--- src/sv/fba_pkg.sv ---
// fba_pkg: shared types, codes and helpers of the frame bitmap allocator
// depends on nothing; imported by fba_ctrl, fba_datapath and frame_bitmap_allocator
`default_nettype none

package fba_pkg;

   localparam int NUM_FRAMES_DEFAULT = 65536;
   localparam int RESERVED_DEFAULT   = 512;
   localparam int WORD_W             = 64;
   localparam int FRAME_W            = 16;

   localparam logic [WORD_W-1:0] ALL_USED = 64'hFFFF_FFFF_FFFF_FFFF;

   typedef enum logic [1:0] {
      ACT_ALLOC = 2'd0,
      ACT_FREE  = 2'd1,
      ACT_MARK  = 2'd2,
      ACT_NOP   = 2'd3
   } act_type;

   typedef enum logic [2:0] {
      ST_CLEAR,
      ST_IDLE,
      ST_DISPATCH,
      ST_ALLOC_RD,
      ST_ALLOC_CHK,
      ST_UPD_RD,
      ST_UPD_WR
   } state_type;

   typedef enum logic [1:0] {
      ADDR_CLR,
      ADDR_SCAN,
      ADDR_IDX
   } addr_sel_type;

   typedef enum logic [1:0] {
      WD_INIT,
      WD_ALLOC,
      WD_FREE,
      WD_MARK
   } wdata_sel_type;

   typedef enum logic [1:0] {
      RSP_ALLOC_OK,
      RSP_FAIL,
      RSP_ECHO
   } rsp_sel_type;

   // controller to datapath
   typedef struct packed {
      logic          capture;
      logic          clr_inc;
      logic          scan_load;
      logic          scan_inc;
      logic          rd_en;
      logic          wr_en;
      addr_sel_type  addr_sel;
      wdata_sel_type wdata_sel;
      logic          hint_from_scan;
      logic          hint_lower;
      logic          rsp_load;
      rsp_sel_type   rsp_sel;
   } fba_cmd_type;

   // datapath to controller
   typedef struct packed {
      logic    clr_last;
      logic    scan_end;
      logic    word_full;
      logic    alloc_ok;
      logic    idx_valid;
      act_type action;
   } fba_stat_type;

   // bit index of a one-hot word, built as an or-tree per index bit
   function automatic logic [5:0] onehot_to_index(input logic [WORD_W-1:0] onehot);
      logic [5:0] idx;
      idx = '0;
      for (int k = 0; k < 6; k++) begin
         for (int i = 0; i < WORD_W; i++) begin
            if (((i >> k) & 1) == 1) begin
               idx[k] = idx[k] | onehot[i];
            end
         end
      end
      return idx;
   endfunction

endpackage

`default_nettype wire

--- src/sv/fba_ctrl.sv ---
// fba_ctrl: sequencing state machine of the frame bitmap allocator
// depends on fba_pkg (state, command and status types)
`default_nettype none

module fba_ctrl (
   input  wire logic                  clock,
   input  wire logic                  reset,
   input  wire logic                  start,
   output logic                       busy,
   input  wire fba_pkg::fba_stat_type stat,
   output fba_pkg::fba_cmd_type       cmd
);
   import fba_pkg::*;

   state_type state_ff, state_in;

   always_ff @(posedge clock) begin
      if (reset) begin
         state_ff <= ST_CLEAR;
      end else begin
         state_ff <= state_in;
      end
   end

   always_comb begin
      state_in = state_ff;
      unique case (state_ff)
         ST_CLEAR: begin
            if (stat.clr_last) state_in = ST_IDLE;
         end
         ST_IDLE: begin
            if (start) state_in = ST_DISPATCH;
         end
         ST_DISPATCH: begin
            priority if (stat.action == ACT_ALLOC) begin
               state_in = ST_ALLOC_RD;
            end else if ((stat.action == ACT_FREE || stat.action == ACT_MARK)
                         && stat.idx_valid) begin
               state_in = ST_UPD_RD;
            end else begin
               state_in = ST_IDLE;
            end
         end
         ST_ALLOC_RD: begin
            state_in = stat.scan_end ? ST_IDLE : ST_ALLOC_CHK;
         end
         ST_ALLOC_CHK: begin
            state_in = stat.word_full ? ST_ALLOC_RD : ST_IDLE;
         end
         ST_UPD_RD: state_in = ST_UPD_WR;
         ST_UPD_WR: state_in = ST_IDLE;
         default:   state_in = ST_CLEAR;
      endcase
   end

   always_comb begin
      cmd  = '0;
      busy = (state_ff != ST_IDLE);
      unique case (state_ff)
         ST_CLEAR: begin
            cmd.wr_en     = 1'b1;
            cmd.addr_sel  = ADDR_CLR;
            cmd.wdata_sel = WD_INIT;
            cmd.clr_inc   = 1'b1;
         end
         ST_IDLE: begin
            cmd.capture = start;
         end
         ST_DISPATCH: begin
            cmd.scan_load = 1'b1;
            if (!(stat.action == ACT_ALLOC) &&
                !((stat.action == ACT_FREE || stat.action == ACT_MARK) && stat.idx_valid))
            begin
               cmd.rsp_load = 1'b1;
               cmd.rsp_sel  = RSP_ECHO;
            end
         end
         ST_ALLOC_RD: begin
            cmd.addr_sel = ADDR_SCAN;
            if (stat.scan_end) begin
               cmd.hint_from_scan = 1'b1;
               cmd.rsp_load       = 1'b1;
               cmd.rsp_sel        = RSP_FAIL;
            end else begin
               cmd.rd_en = 1'b1;
            end
         end
         ST_ALLOC_CHK: begin
            cmd.addr_sel  = ADDR_SCAN;
            cmd.wdata_sel = WD_ALLOC;
            if (stat.word_full) begin
               cmd.scan_inc = 1'b1;
            end else begin
               cmd.hint_from_scan = 1'b1;
               cmd.rsp_load       = 1'b1;
               cmd.wr_en          = stat.alloc_ok;
               cmd.rsp_sel        = stat.alloc_ok ? RSP_ALLOC_OK : RSP_FAIL;
            end
         end
         ST_UPD_RD: begin
            cmd.addr_sel = ADDR_IDX;
            cmd.rd_en    = 1'b1;
         end
         ST_UPD_WR: begin
            cmd.addr_sel   = ADDR_IDX;
            cmd.wr_en      = 1'b1;
            cmd.wdata_sel  = (stat.action == ACT_FREE) ? WD_FREE : WD_MARK;
            cmd.hint_lower = (stat.action == ACT_FREE);
            cmd.rsp_load   = 1'b1;
            cmd.rsp_sel    = RSP_ECHO;
         end
         default: begin
            cmd = '0;
         end
      endcase
   end

endmodule

`default_nettype wire

--- config.mk ---
export PLATFORM = sky130hd
export DESIGN_NAME = fba_ctrl
export DESIGN_NICKNAME = d
export VERILOG_FILES = /design/src/sv/fba_pkg.sv /design/src/sv/fba_ctrl.sv
export SDC_FILE = /design/constraint.sdc
export NUM_CORES = 1
export LEC_CHECK = 0
export BUFFER_PORTS_ARGS = -buffer_cell sky130_fd_sc_hd__buf_2
export CAP_MARGIN = 20
export CORE_AREA = 2 2 39 41
export DETAILED_ROUTE_END_ITERATION = 12
export DIE_AREA = 0 0 41 43
export SYNTH_ARGS = -nofsm -noshare
export SYNTH_HDL_FRONTEND = slang
export SYNTH_SLANG_ARGS = --single-unit
--- constraint.sdc ---
create_clock -name clock -period 1.4 [get_ports clock]
set_clock_uncertainty 0.05 [all_clocks]
set_input_delay 0.14 -clock clock [delete_from_list [all_inputs] [get_ports clock]]
set_output_delay 0.14 -clock clock [all_outputs]
set_load 0.02 [all_outputs]
==> results.rst <==
.. list-table::
   :header-rows: 1

   * - Metric
     - Value
   * - Max Cap Violations
     - 0
   * - Pleak
     - roughly 0.38 nW
   * - Final design utilization
     - 57.41%
   * - Number of port buffers
     - 25
   * - Longest Clk Path Bufs
     - 2
   * - Maximum vdd drop
     - about 390 µV
   * - Total Negative Setup Slacks
     - -0.8086 ns
   * - Overall die area
     - roughly 1800 µm²
   * - CTS tree
     - built
   * - Result of the run
     - complete, but fails checks
   * - Final wirelength
     - between 1000 and 1500 µm
   * - Number of synthesis warnings
     - 0
   * - Register-to-Register Path Depth
     - 5
   * - Number of inserted filler cells in the final layout
     - 129
   * - Path class of the lowest-slack min-delay path
     - input port to register
   * - DRC violation count after routing
     - 0
   * - Adder-cell share of the synthesized area
     - about 7%
   * - Cell count after placement
     - 99
   * - Root buffer selected by CTS
     - clkbuf_4
   * - Antenna violations before repair
     - 0
   * - Failing checks
     - setup timing
   * - Standard-cell rows
     - 14
   * - Total CTS buffers
     - 3
   * - CP Launch Type
     - register
   * - Flip-flop count of the largest register, all copies and words added
     - 3
   * - Crit Path Category
     - register to primary output
   * - GPL Wtd Cong
     - about 0.70
   * - Sequential cell area
     - between 60 and 70 µm²
   * - Hold buffers post-CTS
     - 0
   * - Main combinational cell family by area after synthesis
     - simple AND/OR/NAND/NOR gates
   * - Simple-gate area share of the yosys netlist
     - 43.34%
   * - End of the worst register-to-register path
     - state_ff[2]
   * - Most common library cell in the layout ignoring fill and taps
     - buf_4
   * - Mean number of vias per cell
     - 4.982
   * - Startpoint of the worst setup timing path
     - state_ff[0]
   * - Final Hold Viols
     - 0
   * - Vias after detailed routing
     - between 500 and 600
   * - Syn-to-layout area delta
     - 116.7%
   * - Synthesized area per cell
     - approximately 6.8 µm²
   * - Arrival time of the worst setup path
     - 1.35 ns
   * - Post-synthesis instance area
     - about 370 µm²
   * - Ratio of total power to cell area
     - approximately 600 nW/µm²
   * - Die X-Extent
     - 41 µm
   * - Minimum period implied by the final worst setup slack
     - 1.535 ns
   * - Worst Hold Slack
     - about 0.046 ns
   * - Number of sinks on the clock net
     - 3
   * - Fraction of final layout cells sized beyond drive strength 1
     - between 60% and 70%
   * - Xor-xnor portion of the synthesized cell area
     - between 2 and 2.5%
   * - Portion of netlist area occupied by mux cells
     - 0%
   * - Global-route wire length before repair
     - between 1500 and 2000 µm
   * - Starting density of the core
     - 26.49%
   * - Synthesized-area fraction occupied by ao, oa, aoi and oai cells
     - a little under a quarter
   * - Data required time of the critical path
     - between 1 and 1.5 ns
   * - Post-Syn Nets
     - 66
   * - Largest register by flop count
     - state_ff
   * - Instance area at placement
     - around 570 µm²
   * - Pin count of the biggest net entering global routing
     - 10
   * - Top-level port count
     - 26
   * - Gr ovfl total
     - 0
   * - Detail-routed net length per standard cell
     - around 12 µm
   * - Final worst path period share
     - 109.7%
   * - Final Cell Area
     - around 800 µm²
   * - DIE HEIGHT
     - 43 µm
   * - Global-route total usage across every layer
     - between 10% and 20%
   * - Post-DRT Antenna Nets
     - 0
   * - Starting DRC count in detailed routing
     - 2
   * - Setup crit end
     - cmd[2]
   * - Post-Layout Cell Count
     - 109
   * - Registers with the most flip-flops
     - state_ff x3
   * - Number of H-tree levels
     - 1
   * - TritonRoute pass-1 iters
     - 2
   * - Clock latency on the worst-skew pair
     - about 0.23 ns
   * - Number of unique standard cell types used by synthesis
     - 27
   * - Commonest cells after routing, fill and taps aside
     - buf_4 (16), buf_2 (15), buf_6 (7)
   * - Clock transition at the registers of the reported paths
     - 0.03 ns
   * - Min setup slack post-route
     - -0.1355 ns
   * - Critical Path Fanout Max
     - 4
   * - Critical Path End Type
     - primary output
   * - Final number of max-transition violations
     - 0
   * - Post-layout net count
     - 106
   * - Via count of the first global-routing pass
     - ~460
   * - Flip-flop and latch count after synthesis
     - 3
   * - Total design power
     - between 0.4 and 0.5 mW
   * - # setup viols final
     - 12
   * - Worst slew pin tran
     - between 0.3 and 0.4 ns
   * - Relative slew slack
     - between 70% and 80%
   * - Detailed Place HPWL
     - 837.8 µm
   * - Multi-input combinational cell area
     - around 390 µm²
   * - Worst reg2reg path startpoint
     - state_ff[0]
   * - Placeable Area
     - between 1000 and 1500 µm²
   * - Achievable clock frequency
     - approximately 0.65 GHz
   * - Worst setup timing slack at the placement stage
     - -0.03176 ns
   * - Unrepaired setup endpoints after global routing
     - yes
   * - Slack of the worst reg-to-reg path
     - -0.11 ns
   * - Antenna diode instance count
     - 0
   * - Gate count after technology mapping
     - between 50 and 60
   * - Proportion of synthesized chip area in sequential cells
     - approximately 16%
[layout make-up]
type | instances | area share, %
Sequential cell | 3 | 8.661
Timing Repair Buffer | 38 | 34.49
Clock buffer | 4 | 3.307
Inverter | 4 | 1.890
Tap cell | 16 | 2.520
Multi-Input combinational cell | 44 | 49.13
[Yosys cell counts]
cell | instances | area (µm²)
or4_1 | 1 | 7.510
inv_1 | 4 | 15.01
nand3_1 | 1 | 5.000
and3_1 | 2 | 12.51
a221oi_1 | 1 | 8.760
ha_1 | 2 | 25.02
o311ai_1 | 1 | 8.760
a21oi_1 | 4 | 20.02
nand2b_1 | 2 | 12.51
o21bai_1 | 1 | 7.510
nor2b_1 | 3 | 18.77
a211oi_1 | 1 | 7.510
nor3b_1 | 3 | 22.52
buf_2 | 3 | 15.01
a2bb2oi_1 | 1 | 8.760
nor4_1 | 1 | 6.260
nand4b_1 | 1 | 8.760
nor3_1 | 2 | 10.01
dfxtp_1 | 3 | 60.06
o31ai_1 | 1 | 7.510
o21ai_1 | 3 | 15.01
and2_1 | 1 | 6.260
nor2_1 | 4 | 15.01
or3_1 | 1 | 6.260
nand2_1 | 5 | 18.77
nor4b_1 | 1 | 8.760
xor2_1 | 1 | 8.760
[power by group]
| part | switching [mW] | total (mW) | internal [mW] |
|---|---|---|---|
| Sequential | 0.00986 | 0.101 | 0.0909 |
| Combinational | 0.114 | 0.220 | 0.105 |
| Clock | 0.0435 | 0.150 | 0.107 |
| Total | 0.168 | 0.471 | 0.303 |
[cells by family after synthesis]
logic type / count (synthesis)
and+or+nand+nor: 28
AOI/OAI and AO/OA: 13
buffers and inverters: 7
DFF: 3
adders and majority gates: 2
xor gates and xnor gates: 1
[how the worst min path moves through the flow]
stage / startpoint / end / slack [ns] / cells after the start
floorplan: reset / state_ff[0] / 0.17 / 1
global placement: reset / state_ff[0] / 0.28 / 2
detailed placement: reset / state_ff[0] / 0.28 / 2
CTS: reset / state_ff[0] / 0.03 / 2
global route: reset / state_ff[0] / 0.03 / 2
finish: reset / state_ff[0] / 0.05 / 2
[metal layers]
layer	vias to the layer above	wire length, µm	GRT usage [%]
li1	274	-	-
met1	253	541	18.15
met2	16	744	24.38
met3	0	70	1.571
met4	0	0	12.00
met5	-	0	0
[repair_timing]
item / in CTS / in global routing
resized for setup: 26 / 18
buffers inserted: 4 / 2
pin swaps: 4 / 4
endpoints found under the setup margin: 12 / 16
[worst max-delay path, cell delays in order, from the launching register on]
cell and delay, ns:
dfxtp_4 0.35, nand2b_4 0.14, or3_4 0.35, o311ai_2 0.09, buf_4 0.19
(Power assumes the default switching activity.)
